## src/rtl/s2a_pkg.sv

```systemverilog
// Shared types, constants and the scancode translation table for the scancode-to-ASCII FIFO.
package s2a_pkg;

  localparam int unsigned BUFFER_DEPTH_DEF = 256;
  localparam int unsigned CODE_W           = 8;
  localparam int unsigned CHAR_W           = 7;
  localparam int unsigned RELEASE_BIT      = 7;  // set-1 break code flag (0x80)

  typedef enum logic {
    OP_SCANCODE = 1'b0,
    OP_READ     = 1'b1
  } op_e;

  // decoded view of one input item
  typedef struct packed {
    logic              push;      // mapped character to echo and buffer
    logic              pop;       // read request
    logic [CHAR_W-1:0] char_val;  // mapped character, zero when push is low
  } dec_t;

  // result fields that are settled when the item is accepted
  typedef struct packed {
    logic              echo_valid;
    logic [CHAR_W-1:0] echo_char;
    logic              dropped;
    logic              read_valid;
    logic              not_empty;
  } res_t;

  // set-1 make code (low 7 bits) to ASCII; zero means unmapped
  function automatic logic [CHAR_W-1:0] ascii_of(input logic [CHAR_W-1:0] code);
    logic [CHAR_W-1:0] c;
    unique case (code)
      7'd1:    c = 7'h1B;
      7'd2:    c = 7'h31;
      7'd3:    c = 7'h32;
      7'd4:    c = 7'h33;
      7'd5:    c = 7'h34;
      7'd6:    c = 7'h35;
      7'd7:    c = 7'h36;
      7'd8:    c = 7'h37;
      7'd9:    c = 7'h38;
      7'd10:   c = 7'h39;
      7'd11:   c = 7'h30;
      7'd12:   c = 7'h2D;
      7'd13:   c = 7'h3D;
      7'd14:   c = 7'h08;
      7'd15:   c = 7'h09;
      7'd16:   c = 7'h71;
      7'd17:   c = 7'h77;
      7'd18:   c = 7'h65;
      7'd19:   c = 7'h72;
      7'd20:   c = 7'h74;
      7'd21:   c = 7'h79;
      7'd22:   c = 7'h75;
      7'd23:   c = 7'h69;
      7'd24:   c = 7'h6F;
      7'd25:   c = 7'h70;
      7'd26:   c = 7'h5B;
      7'd27:   c = 7'h5D;
      7'd28:   c = 7'h0A;
      7'd30:   c = 7'h61;
      7'd31:   c = 7'h73;
      7'd32:   c = 7'h64;
      7'd33:   c = 7'h66;
      7'd34:   c = 7'h67;
      7'd35:   c = 7'h68;
      7'd36:   c = 7'h6A;
      7'd37:   c = 7'h6B;
      7'd38:   c = 7'h6C;
      7'd39:   c = 7'h3B;
      7'd40:   c = 7'h27;
      7'd41:   c = 7'h60;
      7'd43:   c = 7'h5C;
      7'd44:   c = 7'h7A;
      7'd45:   c = 7'h78;
      7'd46:   c = 7'h63;
      7'd47:   c = 7'h76;
      7'd48:   c = 7'h62;
      7'd49:   c = 7'h6E;
      7'd50:   c = 7'h6D;
      7'd51:   c = 7'h2C;
      7'd52:   c = 7'h2E;
      7'd53:   c = 7'h2F;
      7'd55:   c = 7'h2A;
      7'd57:   c = 7'h20;
      default: c = '0;
    endcase
    return c;
  endfunction

endpackage

```

## src/rtl/s2a_if.sv

```systemverilog
// Valid/ready channel interfaces for the scancode-to-ASCII FIFO input and result items.
interface s2a_in_if;
  logic       valid;
  logic       ready;
  logic       operation;
  logic [7:0] scancode;

  modport source (output valid, output operation, output scancode, input ready);
  modport sink   (input valid, input operation, input scancode, output ready);
endinterface

interface s2a_out_if;
  logic       valid;
  logic       ready;
  logic       echo_valid;
  logic [6:0] echo_char;
  logic       dropped;
  logic       read_valid;
  logic [6:0] read_char;
  logic       not_empty;

  modport source (output valid, output echo_valid, output echo_char, output dropped,
                  output read_valid, output read_char, output not_empty, input ready);
  modport sink   (input valid, input echo_valid, input echo_char, input dropped,
                  input read_valid, input read_char, input not_empty, output ready);
endinterface

```

## src/rtl/s2a_ram.sv

```systemverilog
// Generic single-clock RAM, one write and one read port, registered read data.
module s2a_ram #(
  parameter int unsigned WIDTH = 8,
  parameter int unsigned DEPTH = 256
) (
  input  logic                     clk_i,
  input  logic                     we_i,
  input  logic [$clog2(DEPTH)-1:0] waddr_i,
  input  logic [WIDTH-1:0]         wdata_i,
  input  logic                     re_i,
  input  logic [$clog2(DEPTH)-1:0] raddr_i,
  output logic [WIDTH-1:0]         rdata_o
);

  logic [WIDTH-1:0] mem [DEPTH];
  logic [WIDTH-1:0] rdata_q;

  always_ff @(posedge clk_i) begin
    if (we_i) begin
      mem[waddr_i] <= wdata_i;
    end
    if (re_i) begin
      rdata_q <= mem[raddr_i];
    end
  end

  assign rdata_o = rdata_q;

endmodule

```

## src/rtl/s2a_dec.sv

```systemverilog
// Input item decoder: drops break codes, translates make codes, flags reads.
module s2a_dec (
  input  logic                      operation_i,
  input  logic [s2a_pkg::CODE_W-1:0] scancode_i,
  output s2a_pkg::dec_t             dec_o
);
  import s2a_pkg::*;

  logic [CHAR_W-1:0] mapped;
  logic              is_code;

  always_comb begin
    mapped         = ascii_of(scancode_i[CHAR_W-1:0]);
    is_code        = (op_e'(operation_i) == OP_SCANCODE) && !scancode_i[RELEASE_BIT];
    dec_o.pop      = (op_e'(operation_i) == OP_READ);
    dec_o.push     = is_code && (mapped != '0);
    dec_o.char_val = dec_o.push ? mapped : '0;
  end

endmodule

```

## src/rtl/scancode_to_ascii_fifo_unit.sv

```systemverilog
// Top level: set-1 scancode translator feeding a character ring buffer in RAM.
//
// Input channel in_i carries one item per handshake: operation 0 with a
// scancode byte, or operation 1 to read the oldest buffered character.
// Output channel out_o returns exactly one result item per input item,
// in order. Break codes and unmapped codes give an all-zero result apart
// from not_empty; a mapped character is echoed and, if there is room,
// written to the ring buffer (BUFFER_DEPTH-1 usable slots), else flagged
// as dropped. A read on an empty buffer returns read_valid low.
//
// The item is decoded and the pointers updated at acceptance while the
// RAM is written or read, and its result waits in the middle stage; once
// the output register is free or being taken, the registered RAM data
// joins the result there. Throughput: one item per cycle, held only by
// the output register when the receiver stalls; a stalled result keeps
// one item waiting behind it and input ready then drops.
//
// Reset clears both pointers and the valid flags; buffer contents are not
// cleared, since only written slots are ever read.
module scancode_to_ascii_fifo_unit #(
  parameter int unsigned BUFFER_DEPTH = s2a_pkg::BUFFER_DEPTH_DEF
) (
  input  logic     clk_i,
  input  logic     rst_ni,
  s2a_in_if.sink   in_i,
  s2a_out_if.source out_o
);
  import s2a_pkg::*;

  localparam int unsigned PtrW = $clog2(BUFFER_DEPTH);
  localparam logic [PtrW-1:0] LastIdx = PtrW'(BUFFER_DEPTH - 1);

  dec_t dec;

  // ring pointers
  logic [PtrW-1:0] wr_q, wr_d, rd_q, rd_d;
  logic [PtrW-1:0] wr_nxt, rd_nxt;
  logic            full, empty;

  // middle stage: result waiting for RAM read data
  logic pend_q, pend_d;
  res_t pend_res_q, pend_res_d;

  // output register
  logic              out_valid_q, out_valid_d;
  res_t              out_res_q, out_res_d;
  logic [CHAR_W-1:0] out_rchar_q, out_rchar_d;

  logic              acc, pend_move, do_push, do_pop;
  logic [CHAR_W-1:0] rdata;

  s2a_dec u_dec (
    .operation_i (in_i.operation),
    .scancode_i  (in_i.scancode),
    .dec_o       (dec)
  );

  // the middle stage advances whenever the output register is free or being taken
  assign pend_move = pend_q && (!out_valid_q || out_o.ready);
  assign in_i.ready = !pend_q || pend_move;
  assign acc       = in_i.valid && in_i.ready;

  assign wr_nxt  = (wr_q == LastIdx) ? '0 : wr_q + 1'b1;
  assign rd_nxt  = (rd_q == LastIdx) ? '0 : rd_q + 1'b1;
  assign full    = (wr_nxt == rd_q);
  assign empty   = (wr_q == rd_q);
  assign do_push = acc && dec.push && !full;
  assign do_pop  = acc && dec.pop && !empty;

  s2a_ram #(
    .WIDTH (CHAR_W),
    .DEPTH (BUFFER_DEPTH)
  ) u_ram (
    .clk_i   (clk_i),
    .we_i    (do_push),
    .waddr_i (wr_q),
    .wdata_i (dec.char_val),
    .re_i    (do_pop),
    .raddr_i (rd_q),
    .rdata_o (rdata)
  );

  always_comb begin
    wr_d        = do_push ? wr_nxt : wr_q;
    rd_d        = do_pop ? rd_nxt : rd_q;

    pend_d      = acc || (pend_q && !pend_move);
    pend_res_d  = pend_res_q;
    if (acc) begin
      pend_res_d.echo_valid = dec.push;
      pend_res_d.echo_char  = dec.char_val;
      pend_res_d.dropped    = dec.push && full;
      pend_res_d.read_valid = do_pop;
      pend_res_d.not_empty  = (wr_d != rd_d);
    end

    out_valid_d = pend_move || (out_valid_q && !out_o.ready);
    out_res_d   = out_res_q;
    out_rchar_d = out_rchar_q;
    if (pend_move) begin
      out_res_d   = pend_res_q;
      out_rchar_d = pend_res_q.read_valid ? rdata : '0;
    end
  end

  always_ff @(posedge clk_i or negedge rst_ni) begin
    if (!rst_ni) begin
      wr_q        <= '0;
      rd_q        <= '0;
      pend_q      <= 1'b0;
      out_valid_q <= 1'b0;
    end else begin
      wr_q        <= wr_d;
      rd_q        <= rd_d;
      pend_q      <= pend_d;
      out_valid_q <= out_valid_d;
    end
  end

  always_ff @(posedge clk_i) begin
    pend_res_q  <= pend_res_d;
    out_res_q   <= out_res_d;
    out_rchar_q <= out_rchar_d;
  end

  assign out_o.valid      = out_valid_q;
  assign out_o.echo_valid = out_res_q.echo_valid;
  assign out_o.echo_char  = out_res_q.echo_char;
  assign out_o.dropped    = out_res_q.dropped;
  assign out_o.read_valid = out_res_q.read_valid;
  assign out_o.read_char  = out_rchar_q;
  assign out_o.not_empty  = out_res_q.not_empty;

  // pointers stay inside the ring
  a_ptr_range: assert property (@(posedge clk_i) disable iff (!rst_ni)
    (wr_q <= LastIdx) && (rd_q <= LastIdx))
    else $error("ring pointer out of range");

  // a stored push leaves the buffer non-empty
  a_push_nonempty: assert property (@(posedge clk_i) disable iff (!rst_ni)
    do_push |=> (wr_q != rd_q))
    else $error("push left buffer empty");

  // a stalled pending item is not lost
  a_pend_hold: assert property (@(posedge clk_i) disable iff (!rst_ni)
    (pend_q && out_valid_q && !out_o.ready) |=> (pend_q && $stable(pend_res_q)))
    else $error("pending item lost under stall");

  // a dropped flag only ever comes with an echo, and never with a read
  a_drop_echo: assert property (@(posedge clk_i) disable iff (!rst_ni)
    out_valid_q && out_res_q.dropped |-> out_res_q.echo_valid && !out_res_q.read_valid)
    else $error("dropped without echo");

  // read and write pointers never move in the same cycle
  a_one_move: assert property (@(posedge clk_i) disable iff (!rst_ni)
    !(do_push && do_pop))
    else $error("push and pop together");

endmodule
```

## src/flat_wrapper.sv

```systemverilog
// flat-port wrapper written by rule: the top's interface ports become plain ports
module scancode_to_ascii_fifo_unit_flat import s2a_pkg::*;
#(
  parameter int unsigned BUFFER_DEPTH = s2a_pkg::BUFFER_DEPTH_DEF
)
  (clk_i, rst_ni, in_i_valid, in_i_operation, in_i_scancode, in_i_ready, out_o_valid, out_o_echo_valid, out_o_echo_char, out_o_dropped, out_o_read_valid, out_o_read_char, out_o_not_empty, out_o_ready);
  s2a_in_if in_i_i ();
  s2a_out_if out_o_i ();
  input  logic clk_i;
  input  logic rst_ni;
  input wire logic [$bits(in_i_i.valid)-1:0] in_i_valid;
  input wire logic [$bits(in_i_i.operation)-1:0] in_i_operation;
  input wire logic [$bits(in_i_i.scancode)-1:0] in_i_scancode;
  output wire logic [$bits(in_i_i.ready)-1:0] in_i_ready;
  output wire logic [$bits(out_o_i.valid)-1:0] out_o_valid;
  output wire logic [$bits(out_o_i.echo_valid)-1:0] out_o_echo_valid;
  output wire logic [$bits(out_o_i.echo_char)-1:0] out_o_echo_char;
  output wire logic [$bits(out_o_i.dropped)-1:0] out_o_dropped;
  output wire logic [$bits(out_o_i.read_valid)-1:0] out_o_read_valid;
  output wire logic [$bits(out_o_i.read_char)-1:0] out_o_read_char;
  output wire logic [$bits(out_o_i.not_empty)-1:0] out_o_not_empty;
  input wire logic [$bits(out_o_i.ready)-1:0] out_o_ready;
  assign in_i_i.valid = in_i_valid;
  assign in_i_i.operation = in_i_operation;
  assign in_i_i.scancode = in_i_scancode;
  assign in_i_ready = in_i_i.ready;
  assign out_o_valid = out_o_i.valid;
  assign out_o_echo_valid = out_o_i.echo_valid;
  assign out_o_echo_char = out_o_i.echo_char;
  assign out_o_dropped = out_o_i.dropped;
  assign out_o_read_valid = out_o_i.read_valid;
  assign out_o_read_char = out_o_i.read_char;
  assign out_o_not_empty = out_o_i.not_empty;
  assign out_o_i.ready = out_o_ready;
  scancode_to_ascii_fifo_unit #(.BUFFER_DEPTH(BUFFER_DEPTH)) u_core (.clk_i(clk_i), .rst_ni(rst_ni), .in_i(in_i_i), .out_o(out_o_i));
endmodule
```

## config.mk

```make
export PLATFORM = sky130hd
export DESIGN_NAME = scancode_to_ascii_fifo_unit_flat
export DESIGN_NICKNAME = d
export VERILOG_FILES = /design/src/rtl/s2a_pkg.sv /design/src/rtl/s2a_if.sv /design/src/rtl/s2a_ram.sv /design/src/rtl/s2a_dec.sv /design/src/rtl/scancode_to_ascii_fifo_unit.sv /design/src/flat_wrapper.sv
export SDC_FILE = /design/constraint.sdc
export NUM_CORES = 2
export LEC_CHECK = 0
export ABC_AREA = 0
export BUFFER_PORTS_ARGS = -buffer_cell sky130_fd_sc_hd__buf_2
export CELL_PAD_IN_SITES_DETAIL_PLACEMENT = 1
export CELL_PAD_IN_SITES_GLOBAL_PLACEMENT = 2
export CORE_UTILIZATION = 38
export DETAILED_ROUTE_END_ITERATION = 12
export PLACE_DENSITY = 0.69
export SYNTH_ARGS = -nofsm -noshare
export SYNTH_HDL_FRONTEND = slang
export SYNTH_SLANG_ARGS = --single-unit
export TNS_END_PERCENT = 30
```

## constraint.sdc

```tcl
create_clock -name clk_i -period 11.1 [get_ports clk_i]
set_input_delay 2.775 -clock clk_i [delete_from_list [all_inputs] [get_ports clk_i]]
set_output_delay 2.775 -clock clk_i [all_outputs]
set_load 0.005 [all_outputs]
```

Word level (Yosys, flattened, before mapping)
Memories as Yosys holds them, arrays and structs flattened. A register that Yosys moved wholly into a read port is not among the register bits. Index checks and enable logic that the tools add are counted.

Output and inout bits: 20. RAM bits: 1792. Register bits after elaboration: 47. Word-level logic and storage cells: 56. Input bits: 13. Memory bits (read-only): 448. Memories: 2.

Reduce and logical (&&, ||, !) cells: 23. Add/sub/neg operators: 2. Mux-type cells: 8. Equality and inequality tests: 5. Bitwise gates (word level): 1.

Memory list: u_core.u_ram.mem (words 256, bits a word 7, rd ports 1, clocked after memory_dff 1, write ports 1, RTL line s2a_ram.sv:15) `logic [WIDTH-1:0] mem [DEPTH];`; (name not given) (words 64, bits a word 7, rd ports 1, clocked after memory_dff 0, write ports 0, RTL line s2a_pkg.sv:33) `unique case (code)`.

Operators by type and width (count): two-way mux 8 bit (4); adder 8 x 1 -> 8 bit (second input constant) (2); equality test 8 bit (2); equality test 8 bit (second input constant) (2); two-way mux 7 bit (2); logical AND 1 bit (11); inequality test 8 bit (1); logical NOT 1 bit (7); nonzero test 7 bit (1); logical OR 1 bit (4); two-way mux 1 bit (2); NOT 1 bit (1).

Logic depth before layout (Yosys ltp)
Depth in word-level cells: 9. Depth in mapped cells: 15. Gate-level depth less buffers: 11.

Hierarchy
A second synthesis with hierarchy kept.

Cells, all modules: 3746. Area, all modules: 73813.3 sq um.

By module, submodules not included: s2a_ram (area each 70267.4 sq um, cells each 3381, instances 1, seq. area each 54021.8 sq um); scancode_to_ascii_fifo_unit (area each 2632.5 sq um, cells each 228, instances 1, seq. area each 1321.3 sq um); s2a_dec (area each 913.4 sq um, cells each 137, instances 1, seq. area each 0.0 sq um).

Worst setup path after synthesis
OpenSTA, ideal clock, no wires.

Kind: input-to-reg. Start point: input port in_i_scancode[1]. End point: register u_core.pend_res_q[3] (netlist bit), data pin. Cell stages on the path: 7. Setup slack: -9.184 ns. Data required time: 8.280 ns. Data arrival time: 17.464 ns. Library setup time: 2.820 ns. Path buffers: 1. Path through: buf_2 inv_1 ha_1 nor2_1 a2111oi_0 a2111oi_1 nor4_1.

RTL lines: start: declaration (RTL line flat_wrapper.sv:13) `input wire logic [$bits(in_i_i.scancode)-1:0] in_i_scancode;`; end signal: assignment (RTL line scancode_to_ascii_fifo_unit.sv:121) `pend_res_q <= pend_res_d;`; end: declaration (RTL line scancode_to_ascii_fifo_unit.sv:42) `res_t pend_res_q, pend_res_d;`.

Worst setup path after layout
Start point: input port in_i_scancode[1]. End point: memory u_core.u_ram.mem[215][2] (netlist bit) (enable).

Word-level cells in the longest chain between the ends: 8.

RTL lines: memory read (64 x 7 bit); two-way mux 7 bit (RTL line s2a_pkg.sv:33); nonzero test 7 bit (RTL line s2a_dec.sv:16) `dec_o.push = is_code && (mapped != '0);`; logical AND 1 bit (RTL line s2a_dec.sv:16); logical AND 1 bit (2 in a row) (RTL line scancode_to_ascii_fifo_unit.sv:67) `assign do_push = acc && dec.push && !full;`; two-way mux 1 bit (RTL line s2a_ram.sv:19) `if (we_i) begin`; two-way mux 1 bit (not written as such) (RTL line s2a_ram.sv:20) `mem[waddr_i] <= wdata_i;`; end: declaration (RTL line s2a_ram.sv:15).

Every way passes these cells.

==> results.json <==
{
  "htreeDepth": 4,
  "yosys_warnings": 0,
  "post-route-period-util_pct": 64.6,
  "clock_latency_ns": 0.82,
  "crit_start": "in_i_scancode[1]",
  "clock-sinks": 1846,
  "slew_violations": 0,
  "grt_max_degree": 150,
  "drive_above_1_share_pct": 28.5,
  "path_clk_slew_ns": 0.06,
  "cts_root_buf": "clkbuf_16",
  "synth_edf_count": 1828,
  "postRouteAntennaNets": 0,
  "place.port_buffers": 32,
  "avgSynthCellArea_um2": 22.6,
  "gr-usage-all-layers_pct": 19.8,
  "yosysUniqueCellTypes": 63,
  "vias_per_cell": 5.70,
  "vias": 34000,
  "path_common_cell": "nor2_1",
  "drc": 0,
  "synth.cell_area_um2": 72600,
  "reg2reg_slack_ns": 5.54,
  "final_cell_mix": "edfxtp_1 (1828), mux4_2 (594), nor2_1 (281)",
  "rsz0062_at_grt": "false",
  "outcome": "finished clean",
  "synth-seq-area-share_pct": 76.2,
  "ys_ff_latch": 1846,
  "cts.path.max_buffers": 3,
  "synth_fp_nets": 3237,
  "ys.flop_type": "edfxtp_1",
  "finalInstanceArea_um2": 81900,
  "cp_max_fo": 27,
  "rows": 160,
  "num-nets-final": 3321,
  "finalHoldViolCount": 0,
  "layout_commonest_cell": "edfxtp_1",
  "cap_violations": 0,
  "core_area_um2": 190000,
  "async_flop_share_pct": 0.975,
  "fp.dieW_um": 439,
  "slowest_stage": "nand3_2",
  "power.leakage_nw": 25.2,
  "post-route-min-period_ns": 7.17,
  "critPathMaxStageDelay_ns": 0.80,
  "start_kind": "input pin",
  "crit_chain": "buf_2, inv_1, ha_1, nor2_1, a2111oi_0, a2111oi_1, o32ai_1, and4bb_1, nor2_4, nand3_2, buf_4, nor2_1",
  "post_cts_resized": 0,
  "cts-buffers-inserted": 185,
  "setup.worst_path.class": "in -> reg",
  "initial_utilization_pct": 38.2,
  "wirelength_um": 189000,
  "min_path_type": "reg -> reg",
  "area_growth_pct": 12.8,
  "post_cts_buffers": 0,
  "skew_ns": 0.0318,
  "dp_hpwl_um": 110000,
  "powerDensity_nw_per_um2": 235,
  "worstRegToRegCells": 6,
  "endpoint": "u_core.u_ram.mem[215][2]$_DFFE_PP_",
  "required_ns": 11.55,
  "place.gp.congestion": 0.795,
  "reg2reg_from": "u_core.rd_q[0]$_DFF_PN0_",
  "ir_drop_v": 0.000175,
  "overflow": 0,
  "dieArea_um2": 193000,
  "antenna_found_initial": 8,
  "crit_path_end_kind": "register",
  "reg2reg_to": "u_core.u_ram.rdata_o[4]$_DFFE_PP_",
  "grt_first_pass_wirelength_um": 272000,
  "synthCells": 3207,
  "fp.dieH_um": 439,
  "cts_tree": "yes",
  "cp_data_arrival_time_ns": 7.61,
  "drtIter0Drc": 3820,
  "max_slew_margin_pct": 22.2,
  "place_area_um2": 75800,
  "setup_viol": 0,
  "first_pass_iters": 7,
  "ioPinCount": 33,
  "hold_slack_ns": 0.419,
  "max_slew.worst_pin.slew_ns": 1.17,
  "grt_pass1_vias": 35100,
  "wire_per_inst_um": 31.8,
  "cts_hold_buf": 0,
  "timing.fmax_mhz": 140
}
==> per-stage QoR <==
stage | total power [mW] | std cells | utilization, % | TNS (ns) | setup slack [ns]
floorplan | 11.4 | 3207 | - | -358.75 | -1.09
global placement | 13.1 | 5615 | 39.9 | 0 | 3.04
detailed placement | 13.1 | 5615 | 39.9 | 0 | 3.06
CTS | 19.4 | 5960 | 43.1 | 0 | 3.96
global route | 19.8 | 5961 | 43.1 | 0 | 3.58
finish | 19.2 | 5962 | 43.1 | 0 | 3.93
==> sequential cells by signal, summed over array words and instances, names as in the netlist <==
register                 cells
u_core.out_o.echo_char       7
u_core.out_o.valid           1
u_core.u_ram.mem          1792
u_core.out_o.dropped         1
u_core.pend_res_q           11
u_core.out_o.not_empty       1
u_core.out_o.read_valid      1
u_core.pend_q                1
u_core.u_ram.rdata_o         7
u_core.out_o.echo_valid      1
u_core.out_o.read_char       7
u_core.wr_q                  8
u_core.rd_q                  8
==> kinds of logic after synthesis <==
| kind of cell | count (synthesis) | share of synthesized area, % |
|---|---|---|
| muxes | 608 | 18.6 |
| DFF | 1846 | 76.2 |
| and+or+nand+nor | 420 | 2.52 |
| buffers and inverters | 214 | 1.22 |
| adders and majority gates | 17 | 0.293 |
| AOI/OAI and AO/OA | 78 | 0.758 |
| xor gates and xnor gates | 24 | 0.348 |
==> layout make-up <==
| type | instances | area, um^2 |
|---|---|---|
| Multi-Input combinational cell | 1147 | 16500 |
| Fill cell | 17300 | 108000 |
| Clock buffer | 229 | 4820 |
| Antenna cell | 2 | 5.00 |
| Sequential cell | 1846 | 55400 |
| Clock inverter | 116 | 1240 |
| Inverter | 20 | 82.6 |
| Tap cell | 2511 | 3140 |
| Timing Repair Buffer | 91 | 703 |
==> power by group <==
part	switching, mW	internal (mW)	total [mW]
Clock	2.70	3.60	6.30
Sequential	0.176	7.68	7.86
Combinational	2.63	2.42	5.05
==> routing by layer <==
metal / GRT usage (%) / vias up / wire [um]
met5: 0 / - / 9
met4: 4.49 / 2 / 3580
met3: 3.57 / 236 / 12400
met2: 31.3 / 1322 / 91400
met1: 28.6 / 18700 / 82100
li1: - / 13700 / -
==> worst max-delay path: cells and delay by family <==
kind	cells	cell delay, ns
adder cells (fa/ha/maj)	1	0.43
buffers and inverters	3	0.99
AO/OA/AOI/OAI	3	0.84
AND/OR/NAND/NOR	5	2.53
==> cell usage after synthesis (6+ instances only) <==
cell type | number | area (um^2)
buf_1 | 41 | 154
xor2_1 | 7 | 61.3
clkbuf_1 | 90 | 338
buf_2 | 62 | 310
nor3_1 | 8 | 40.0
edfxtp_1 | 1828 | 54900
nand3_1 | 31 | 155
and3_1 | 6 | 37.5
dfrtp_1 | 18 | 450
mux4_2 | 594 | 13400
nand2b_1 | 10 | 62.6
nand4_1 | 10 | 62.6
a211oi_1 | 6 | 45.0
mux2i_1 | 11 | 110
ha_1 | 17 | 213
nand2_1 | 28 | 105
a21oi_1 | 16 | 80.1
nor2_1 | 284 | 1070
o211ai_1 | 9 | 67.6
and2_1 | 11 | 68.8
nor2b_1 | 7 | 43.8
inv_1 | 19 | 71.3
xnor2_1 | 14 | 123
o21ai_0 | 10 | 50.1
==> how the worst min path moves through the flow <==
stage               cells past startpoint                             endpoint                            start  slack (ns)
global route                            0    u_core.out_o.echo_valid$_DFFE_PP_  u_core.pend_res_q[10]$_DFFE_PP_        0.43
global placement                        0  u_core.out_o.echo_char[0]$_DFFE_PP_   u_core.pend_res_q[3]$_DFFE_PP_        0.40
floorplan                               0       u_core.out_o.dropped$_DFFE_PP_   u_core.pend_res_q[2]$_DFFE_PP_        0.40
detailed placement                      0  u_core.out_o.echo_char[3]$_DFFE_PP_   u_core.pend_res_q[6]$_DFFE_PP_        0.41
finish                                  0  u_core.out_o.echo_char[5]$_DFFE_PP_   u_core.pend_res_q[8]$_DFFE_PP_        0.42
CTS                                     0  u_core.out_o.echo_char[5]$_DFFE_PP_   u_core.pend_res_q[8]$_DFFE_PP_        0.42
No activity file was read; power rests on OpenSTA's default activity.
